[src/hdl/ccam_pkg.sv]
`timescale 1ns / 1ps
// Shared types, constants and the month length table for the calendar clock.
// No dependencies.
package ccam_pkg;

    localparam logic [6:0]  MIN_PER_HOUR = 7'd60;
    localparam logic [6:0]  HOUR_PER_DAY = 7'd24;
    localparam logic [10:0] MIN_PER_DAY  = 11'd1440;
    localparam logic [10:0] DIV60_MUL    = 11'd1093;
    localparam int          DIV60_SHIFT  = 16;
    localparam logic [3:0]  MONTH_JAN    = 4'd1;
    localparam logic [3:0]  MONTH_FEB    = 4'd2;
    localparam logic [3:0]  MONTH_APR    = 4'd4;
    localparam logic [3:0]  MONTH_JUN    = 4'd6;
    localparam logic [3:0]  MONTH_SEP    = 4'd9;
    localparam logic [3:0]  MONTH_NOV    = 4'd11;
    localparam logic [3:0]  MONTH_DEC    = 4'd12;
    localparam logic [4:0]  DAY_FIRST    = 5'd1;
    localparam logic [4:0]  LEN_SHORT    = 5'd28;
    localparam logic [4:0]  LEN_MID      = 5'd30;
    localparam logic [4:0]  LEN_LONG     = 5'd31;
    localparam logic [2:0]  WD_MONDAY    = 3'd0;
    localparam logic [2:0]  WD_SUNDAY    = 3'd6;
    localparam logic        FUNC_LOAD    = 1'b0;
    localparam logic        FUNC_ADD     = 1'b1;

    typedef enum logic [1:0] {
        ST_IDLE,
        ST_WALK,
        ST_FINISH
    } state_t;

    typedef enum logic [2:0] {
        CMD_NONE,
        CMD_LOAD,
        CMD_DAY,
        CMD_SPLIT,
        CMD_RESULT
    } cmd_t;

    typedef struct packed {
        cmd_t cmd;
    } ctl_t;

    typedef struct packed {
        logic start_add;
        logic days_zero;
        logic out_free;
    } stat_t;

    function automatic logic [4:0] month_len(input logic [3:0] m);
        logic [4:0] len;
        if (m == MONTH_APR || m == MONTH_JUN || m == MONTH_SEP || m == MONTH_NOV) begin
            len = LEN_MID;
        end else if (m == MONTH_FEB) begin
            len = LEN_SHORT;
        end else begin
            len = LEN_LONG;
        end
        return len;
    endfunction

endpackage

[src/hdl/ccam_ctrl.sv]
`timescale 1ns / 1ps
// Controller state machine of the calendar clock: sequences load, the day walk
// and the final hour/minute split. Depends on ccam_pkg.
module ccam_ctrl import ccam_pkg::*; (
    input  logic  aclk,
    input  logic  aresetn,
    input  logic  s_tvalid,
    output logic  s_tready,
    input  stat_t stat,
    output ctl_t  ctl
);

    state_t state_reg, state_next;

    always_ff @(posedge aclk) begin
        if (!aresetn) begin
            state_reg <= ST_IDLE;
        end else begin
            state_reg <= state_next;
        end
    end

    always_comb begin
        state_next = state_reg;
        case (state_reg)
            ST_IDLE: begin
                if (s_tvalid) begin
                    state_next = stat.start_add ? ST_WALK : ST_FINISH;
                end
            end
            ST_WALK: begin
                if (stat.days_zero) begin
                    state_next = ST_FINISH;
                end
            end
            ST_FINISH: begin
                if (stat.out_free) begin
                    state_next = ST_IDLE;
                end
            end
            default: begin
                state_next = ST_IDLE;
            end
        endcase
    end

    always_comb begin
        s_tready = 1'b0;
        ctl.cmd  = CMD_NONE;
        case (state_reg)
            ST_IDLE: begin
                s_tready = 1'b1;
                ctl.cmd  = s_tvalid ? CMD_LOAD : CMD_NONE;
            end
            ST_WALK: begin
                ctl.cmd = stat.days_zero ? CMD_SPLIT : CMD_DAY;
            end
            ST_FINISH: begin
                ctl.cmd = stat.out_free ? CMD_RESULT : CMD_NONE;
            end
            default: begin
                ctl.cmd = CMD_NONE;
            end
        endcase
    end

    a_walk_ends: assert property (@(posedge aclk) disable iff (!aresetn)
        state_reg == ST_WALK && stat.days_zero |=> state_reg == ST_FINISH)
        else $error("day walk did not end on zero days");

    a_result_free: assert property (@(posedge aclk) disable iff (!aresetn)
        ctl.cmd == CMD_RESULT |-> stat.out_free)
        else $error("result written over a waiting item");

    a_ready_idle: assert property (@(posedge aclk) disable iff (!aresetn)
        s_tready |-> state_reg == ST_IDLE)
        else $error("input ready outside idle");

    a_accept_busy: assert property (@(posedge aclk) disable iff (!aresetn)
        s_tvalid && s_tready |=> state_reg != ST_IDLE)
        else $error("accepted item not processed");

endmodule

[src/hdl/ccam_dp.sv]
`timescale 1ns / 1ps
// Datapath of the calendar clock: clock registers, minute counter, day stepper,
// hour/minute split and result register. Depends on ccam_pkg.
module ccam_dp import ccam_pkg::*; #(
    parameter int YEAR_BITS = 16,
    parameter int ADD_BITS  = 21,
    parameter int S_BITS    = 64,
    parameter int M_BITS    = 40
) (
    input  logic              aclk,
    input  logic              aresetn,
    input  logic [S_BITS-1:0] s_tdata,
    input  logic              s_tuser,
    output logic [M_BITS-1:0] m_tdata,
    output logic [4:0]        m_tuser,
    output logic              m_tvalid,
    input  logic              m_tready,
    input  ctl_t              ctl,
    output stat_t             stat
);

    localparam int YEAR_LO   = 9;
    localparam int HOUR_LO   = YEAR_LO + YEAR_BITS;
    localparam int MIN_LO    = HOUR_LO + 5;
    localparam int WD_LO     = MIN_LO + 6;
    localparam int CNT_LO    = WD_LO + 3;
    localparam int WORK_BITS = (ADD_BITS > 12) ? ADD_BITS : 12;
    localparam logic [YEAR_BITS-1:0] YEAR_MAX   = {YEAR_BITS{1'b1}};
    localparam logic [YEAR_BITS-1:0] YEAR_RESET = YEAR_BITS'(2000);
    localparam logic [WORK_BITS-1:0] DAY_MINS   = WORK_BITS'(MIN_PER_DAY);

    logic [4:0]           in_day, in_hour;
    logic [3:0]           in_month;
    logic [YEAR_BITS-1:0] in_year;
    logic [5:0]           in_minute;
    logic [2:0]           in_wd;
    logic [ADD_BITS-1:0]  in_count;

    logic [5:0]           minute_reg, minute_next;
    logic [4:0]           hour_reg, hour_next;
    logic [4:0]           day_reg, day_next;
    logic [3:0]           month_reg, month_next;
    logic [YEAR_BITS-1:0] year_reg, year_next;
    logic [2:0]           weekday_reg, weekday_next;
    logic [WORK_BITS-1:0] work_reg, work_next;
    logic [4:0]           flags_reg, flags_next;
    logic [M_BITS-1:0]    out_data_reg, out_data_next;
    logic [4:0]           out_user_reg, out_user_next;
    logic                 out_valid_reg, out_valid_next;

    logic [10:0]          hour_mins;
    logic [21:0]          split_prod;
    logic [4:0]           split_hour;
    logic [10:0]          split_sub;
    logic                 date_ok, time_ok;

    assign in_day    = s_tdata[4:0];
    assign in_month  = s_tdata[8:5];
    assign in_year   = s_tdata[YEAR_LO +: YEAR_BITS];
    assign in_hour   = s_tdata[HOUR_LO +: 5];
    assign in_minute = s_tdata[MIN_LO +: 6];
    assign in_wd     = s_tdata[WD_LO +: 3];
    assign in_count  = s_tdata[CNT_LO +: ADD_BITS];

    assign date_ok = (in_month >= MONTH_JAN) && (in_month <= MONTH_DEC) &&
                     (in_day >= DAY_FIRST) && (in_day <= month_len(in_month));
    assign time_ok = (in_hour < HOUR_PER_DAY[4:0]) && (in_minute < MIN_PER_HOUR[5:0]);

    // minutes left below one day: hour by reciprocal multiply, minute by subtract
    assign hour_mins  = {6'd0, hour_reg} * {4'd0, MIN_PER_HOUR};
    assign split_prod = {11'd0, work_reg[10:0]} * {11'd0, DIV60_MUL};
    assign split_hour = split_prod[DIV60_SHIFT +: 5];
    assign split_sub  = work_reg[10:0] - {6'd0, split_hour} * {4'd0, MIN_PER_HOUR};

    assign stat.start_add = (s_tuser == FUNC_ADD) && !in_count[ADD_BITS-1];
    assign stat.days_zero = (work_reg < DAY_MINS);
    assign stat.out_free  = !out_valid_reg || m_tready;

    always_ff @(posedge aclk) begin
        if (!aresetn) begin
            minute_reg    <= '0;
            hour_reg      <= '0;
            day_reg       <= DAY_FIRST;
            month_reg     <= MONTH_JAN;
            year_reg      <= YEAR_RESET;
            weekday_reg   <= WD_MONDAY;
            out_valid_reg <= 1'b0;
        end else begin
            minute_reg    <= minute_next;
            hour_reg      <= hour_next;
            day_reg       <= day_next;
            month_reg     <= month_next;
            year_reg      <= year_next;
            weekday_reg   <= weekday_next;
            out_valid_reg <= out_valid_next;
        end
    end

    always_ff @(posedge aclk) begin
        work_reg     <= work_next;
        flags_reg    <= flags_next;
        out_data_reg <= out_data_next;
        out_user_reg <= out_user_next;
    end

    always_comb begin
        minute_next    = minute_reg;
        hour_next      = hour_reg;
        day_next       = day_reg;
        month_next     = month_reg;
        year_next      = year_reg;
        weekday_next   = weekday_reg;
        work_next      = work_reg;
        flags_next     = flags_reg;
        out_data_next  = out_data_reg;
        out_user_next  = out_user_reg;
        out_valid_next = out_valid_reg && !m_tready;
        case (ctl.cmd)
            CMD_LOAD: begin
                flags_next = '0;
                work_next  = WORK_BITS'(in_count[ADD_BITS-2:0]) + WORK_BITS'(minute_reg) +
                             WORK_BITS'(hour_mins);
                if (s_tuser == FUNC_LOAD) begin
                    if (date_ok) begin
                        day_next   = in_day;
                        month_next = in_month;
                        year_next  = in_year;
                    end else begin
                        flags_next[0] = 1'b1;
                    end
                    if (time_ok) begin
                        hour_next   = in_hour;
                        minute_next = in_minute;
                    end else begin
                        flags_next[1] = 1'b1;
                    end
                    if (in_wd <= WD_SUNDAY) begin
                        weekday_next = in_wd;
                    end else begin
                        weekday_next  = WD_MONDAY;
                        flags_next[2] = 1'b1;
                    end
                end else if (in_count[ADD_BITS-1]) begin
                    flags_next[3] = 1'b1;
                end
            end
            CMD_DAY: begin
                work_next    = work_reg - DAY_MINS;
                weekday_next = (weekday_reg >= WD_SUNDAY) ? WD_MONDAY : weekday_reg + 1'b1;
                if (day_reg >= month_len(month_reg)) begin
                    day_next = DAY_FIRST;
                    if (month_reg >= MONTH_DEC) begin
                        month_next = MONTH_JAN;
                        if (year_reg == YEAR_MAX) begin
                            flags_next[4] = 1'b1;
                        end else begin
                            year_next = year_reg + 1'b1;
                        end
                    end else begin
                        month_next = month_reg + 1'b1;
                    end
                end else begin
                    day_next = day_reg + 1'b1;
                end
            end
            CMD_SPLIT: begin
                hour_next   = split_hour;
                minute_next = split_sub[5:0];
            end
            CMD_RESULT: begin
                out_data_next  = M_BITS'({weekday_reg, minute_reg, hour_reg,
                                          year_reg, month_reg, day_reg});
                out_user_next  = flags_reg;
                out_valid_next = 1'b1;
            end
            default: begin
                out_valid_next = out_valid_reg && !m_tready;
            end
        endcase
    end

    assign m_tdata  = out_data_reg;
    assign m_tuser  = out_user_reg;
    assign m_tvalid = out_valid_reg;

    a_day_range: assert property (@(posedge aclk) disable iff (!aresetn)
        day_reg >= DAY_FIRST && day_reg <= month_len(month_reg))
        else $error("day outside its month");

    a_month_range: assert property (@(posedge aclk) disable iff (!aresetn)
        month_reg >= MONTH_JAN && month_reg <= MONTH_DEC)
        else $error("month out of range");

    a_time_range: assert property (@(posedge aclk) disable iff (!aresetn)
        hour_reg < HOUR_PER_DAY[4:0] && minute_reg < MIN_PER_HOUR[5:0] &&
        weekday_reg <= WD_SUNDAY)
        else $error("time or weekday out of range");

endmodule

[src/hdl/calendar_clock_add_minutes.sv]
`timescale 1ns / 1ps
// Calendar clock without leap years: load date/time/weekday or add minutes.
// A load item or a rejected add goes from accept straight to the finish state, which
// writes the result register once the output is free; an add item first walks one day
// per cycle (at most 729 at ADD_BITS = 21), then splits the rest into hour and minute.
// One item at a time: a new item is taken only once the last result is registered.
// Reset (aresetn low, synchronous) sets 00:00, 1 January 2000, Monday.
module calendar_clock_add_minutes import ccam_pkg::*; #(
    parameter int YEAR_BITS = 16,
    parameter int ADD_BITS  = 21
) (
    input  logic                                         aclk,
    input  logic                                         aresetn,
    input  logic                                         s_tvalid,
    output logic                                         s_tready,
    // set_day, set_month, set_year, set_hour, set_minute, set_weekday, add_count
    input  logic [((23 + YEAR_BITS + ADD_BITS + 7) / 8) * 8 - 1:0] s_tdata,
    // func
    input  logic                                         s_tuser,
    output logic                                         m_tvalid,
    input  logic                                         m_tready,
    // cur_day, cur_month, cur_year, cur_hour, cur_minute, cur_weekday
    output logic [((23 + YEAR_BITS + 7) / 8) * 8 - 1:0]  m_tdata,
    // date_rejected, time_rejected, weekday_replaced, add_rejected, year_saturated
    output logic [4:0]                                   m_tuser
);

    localparam int S_BITS = ((23 + YEAR_BITS + ADD_BITS + 7) / 8) * 8;
    localparam int M_BITS = ((23 + YEAR_BITS + 7) / 8) * 8;

    ctl_t  ctl;
    stat_t stat;

    ccam_ctrl u_ctrl (
        .aclk     (aclk),
        .aresetn  (aresetn),
        .s_tvalid (s_tvalid),
        .s_tready (s_tready),
        .stat     (stat),
        .ctl      (ctl)
    );

    ccam_dp #(
        .YEAR_BITS (YEAR_BITS),
        .ADD_BITS  (ADD_BITS),
        .S_BITS    (S_BITS),
        .M_BITS    (M_BITS)
    ) u_dp (
        .aclk     (aclk),
        .aresetn  (aresetn),
        .s_tdata  (s_tdata),
        .s_tuser  (s_tuser),
        .m_tdata  (m_tdata),
        .m_tuser  (m_tuser),
        .m_tvalid (m_tvalid),
        .m_tready (m_tready),
        .ctl      (ctl),
        .stat     (stat)
    );

endmodule
[config.mk]
export PLATFORM = sky130hd
export DESIGN_NAME = calendar_clock_add_minutes
export DESIGN_NICKNAME = d
export VERILOG_FILES = /design/src/hdl/ccam_pkg.sv /design/src/hdl/ccam_ctrl.sv /design/src/hdl/ccam_dp.sv /design/src/hdl/calendar_clock_add_minutes.sv
export SDC_FILE = /design/constraint.sdc
export NUM_CORES = 1
export LEC_CHECK = 0
export BUFFER_PORTS_ARGS = -buffer_cell sky130_fd_sc_hd__buf_2
export CORE_MARGIN = 3
export CORE_UTILIZATION = 58
export CTS_CLUSTER_SIZE = 12
export DETAILED_ROUTE_END_ITERATION = 6
export PLACE_DENSITY = 0.82
export SYNTH_ARGS = -nofsm -noshare
export SYNTH_HDL_FRONTEND = slang
export SYNTH_SLANG_ARGS = --single-unit
[constraint.sdc]
create_clock -name aclk -period 6.9 [get_ports aclk]
set_clock_uncertainty 0.1 [all_clocks]
set_input_delay 0.345 -clock aclk [delete_from_list [all_inputs] [get_ports aclk]]
set_output_delay 0.345 -clock aclk [all_outputs]
set_load 0.02 [all_outputs]
==> results.md <==
- Buffers on Ports: 110
- Slew @ Worst Pin: 1.001 ns
- Initial Utilization: 60.56%
- Share of cells above drive strength 1: 15.64%
- Largest register FFs: 39
- Postcts setup bufs: 0
- WS Path Type: reg -> reg
- Largest net degree at the start of global routing: 63
- Critical path endpoint category: flip-flop
- Vias in the first global route: 5828
- Synth top area share: 26.96%
- Slowest cell delay on critical path: between 0.4 and 0.5 ns
- Syn nets: around 1000
- Fin nets: 1083
- Ys flop type: edfxtp_1
- Die X: 121.9 µm
- Post-Syn Area: 7797 µm²
- Die Y-Extent: 121.9 µm
- Hold_ws: 0.1589 ns
- Final setup viols: 0
- Most numerous cell in the Yosys netlist: ha_1
- Critical Path Fanout Max: 4
- Fmax: 0.1824 GHz
- Row count: 41
- Power Density: 357.0 nW/µm²
- Multi-input gate area in the final layout: 4519 µm²
- P_leak: 3.906 nW
- Pre-CTS setup slack: 1.410 ns
- Area grow syn2layout: 13.51%
- Core Footprint: roughly 13000 µm²
- TritonCTS clock tree: built
- ANT cells: 0
- Latest clock arrival within the worst-skew pair: 0.35 ns
- Ports: 116
- Post-route ant nets: 0
- Worst Path Required: 7.09 ns
- Die area: 14870 µm²
- Final setup margin: 1.417 ns
- Total power: 3.160 mW
- Global Route Usage Sum: a little under a quarter
- Post-Syn Instances: 787
- Area leader, netlist: edfxtp_1
- Starting DRT DRC Count: 474
- Period Utilization, post-route: 79.47%
- RePlAce Congestion: 0.9570
- Avg Cell Area, Syn: 9.908 µm²
- Clk slew on worst S/H paths: 0.07 ns
- Initial antenna violation count: 1
- Hold Fails Final Rpt: 0
- WL final: 17170 µm
- Commonest cells in the netlist: 105 x ha_1, 70 x edfxtp_1, 67 x inv_1
- CTS Buf Count: 9
- Vias per std cell: a little under 6
- Clock sink total: 112
- Dpl hpwl: 12990 µm
- Register area: 2943 µm²
- Clock Tree Root: clkbuf_16
- Post-cts sizing count: 0
- Seq/Total Area, Yosys: 37.74%
- CTS Buffer Depth: 2
- Slew Viols, Final: 0
- Hold-fix buffers, CTS: 0
- CP arrival: 5.67 ns
- Top cell family by delay on the critical path: adder cells
- Number of synthesized register bits: between 100 and 150
- Path category of the worst min-delay check: in -> reg
- Max cap viols: 0
- RSZ-0062 raised after global routing: false
- Status: finished clean
- Residual DRC count: 0
- Drt wl/cell: 16.09 µm
- Area contributors post-synth: edfxtp_1 27%, ha_1 17%, dfxtp_1 11%, fa_1 4.9%, a21oi_1 3.4%
- Crit-path slowest cell: fa_1
- Synth unique cells: 66
- Grt total ovfl: 0
- # fillers: roughly 1000
- YS warnings: 0
- Worst Path Buf+Inv: 3
- Async S/R FF share, synth: 0%
- Via count: 6199
- Peak supply drop: 412.7 µV
- Relative slew slack: 33.17%
- DRT Pass-1 Iters: 5
- H-tree depth: 3
- Worst setup SP type: flip-flop
- Top cell by count, worst path: ha_1
- Setup_tns: 0 ns
- Critical-path cell list: ha_1 -> inv_1 -> fa_1 -> inv_1 -> ha_1 -> ha_1 -> ha_1 -> a21oi_1 -> a21oi_1 -> a211oi_1 -> o21ai_0 -> xnor2_1 -> ha_1 -> ha_1 -> ha_1 -> inv_1 -> ha_1 -> a21oi_1 -> xnor2_1 -> xnor3_1 -> a21oi_1
- First-pass GRT wire length: 27830 µm
- Final min period: 5.483 ns
- Post-synth EDFFs: 70
-- power breakdown --
part | switching (mW) | internal [mW] | total [mW] | leakage [nW]
registers | 0.0674 | 0.782 | 0.849 | 1.01
logic | 0.895 | 0.841 | 1.74 | 2.74
clock network | 0.235 | 0.339 | 0.574 | 0.163
total | 1.20 | 1.96 | 3.16 | 3.91
-- logic make-up after synthesis --
family / Yosys count / synth area share (%)
simple gates: 219 / 13.91
compound gates: 182 / 15.26
fa+ha+maj: 124 / 21.73
flops: 112 / 37.74
buf+inv: 91 / 4.461
xor+xnor: 48 / 5.568
mux: 10 / 1.284
other cells: 1 / 0.04809
-- layout by cell type (no fill, tap or decap), types with 16 or more instances in the layout --
master and instances:
a21oi_1 53, and3_1 16, buf_2 110, dfxtp_1 42, edfxtp_1 70, fa_1 19
ha_1 105, inv_1 67, nand2_1 58, nand3_1 22, nor2_1 49, nor3_1 19
o21ai_0 34, xnor2_1 30, xor2_1 17
-- final timing paths --
check / startpoint / end / slack (ns) / cells past startpoint
max: u_dp.work_reg[2] / u_dp.minute_reg[5] / 1.42 / 21
min: s_tdata[14] / u_dp.year_reg[5] / 0.16 / 3
max reg2reg: u_dp.work_reg[2] / u_dp.minute_reg[5] / 1.42 / 21
min reg2reg: u_dp.flags_reg[0] / u_dp.m_tuser[0] / 0.32 / 0
-- per-stage QoR --
step                      area [µm²]  util, %  instances
after CTS                       8851    68.74       1067
after floorplan                 7797        -        787
after global placement          8521    66.17       1051
after global routing            8851    68.74       1067
final                           8851    68.74       1067
after detailed placement        8521    66.17       1051
-- area by class of cell --
type                            instances  area share [%]
Clock buffer                           12           2.898
Clock inverter                          4          0.8340
Inverter                               68           2.884
Multi-Input combinational cell        584           51.06
Sequential cell                       112           33.25
Tap cell                              172           2.431
Timing Repair Buffer                  115           6.644
-- worst register-to-register path, stage by stage, from the launching register on --
cell and delay [ns]:
edfxtp_1 0.48, ha_1 0.37, inv_1 0.07, fa_1 0.49
inv_1 0.04, ha_1 0.19, ha_1 0.28, ha_1 0.34
a21oi_1 0.16, a21oi_1 0.08, a211oi_1 0.30, o21ai_0 0.23
xnor2_1 0.30, ha_1 0.33, ha_1 0.30, ha_1 0.31
inv_1 0.06, ha_1 0.30, a21oi_1 0.16, xnor2_1 0.16
xnor3_1 0.23, a21oi_1 0.14
-- routing by layer --
layer / global-route usage, % / vias up / share of wire, %
li1: - / 3057 / -
met2: 39.16 / 209 / 47
met1: 32.08 / 2907 / 44
met5: 0 / - / 0.076
met3: 3.853 / 24 / 6.1
met4: 5.672 / 2 / 1.9
No activity file was read; power rests on OpenSTA's default activity.
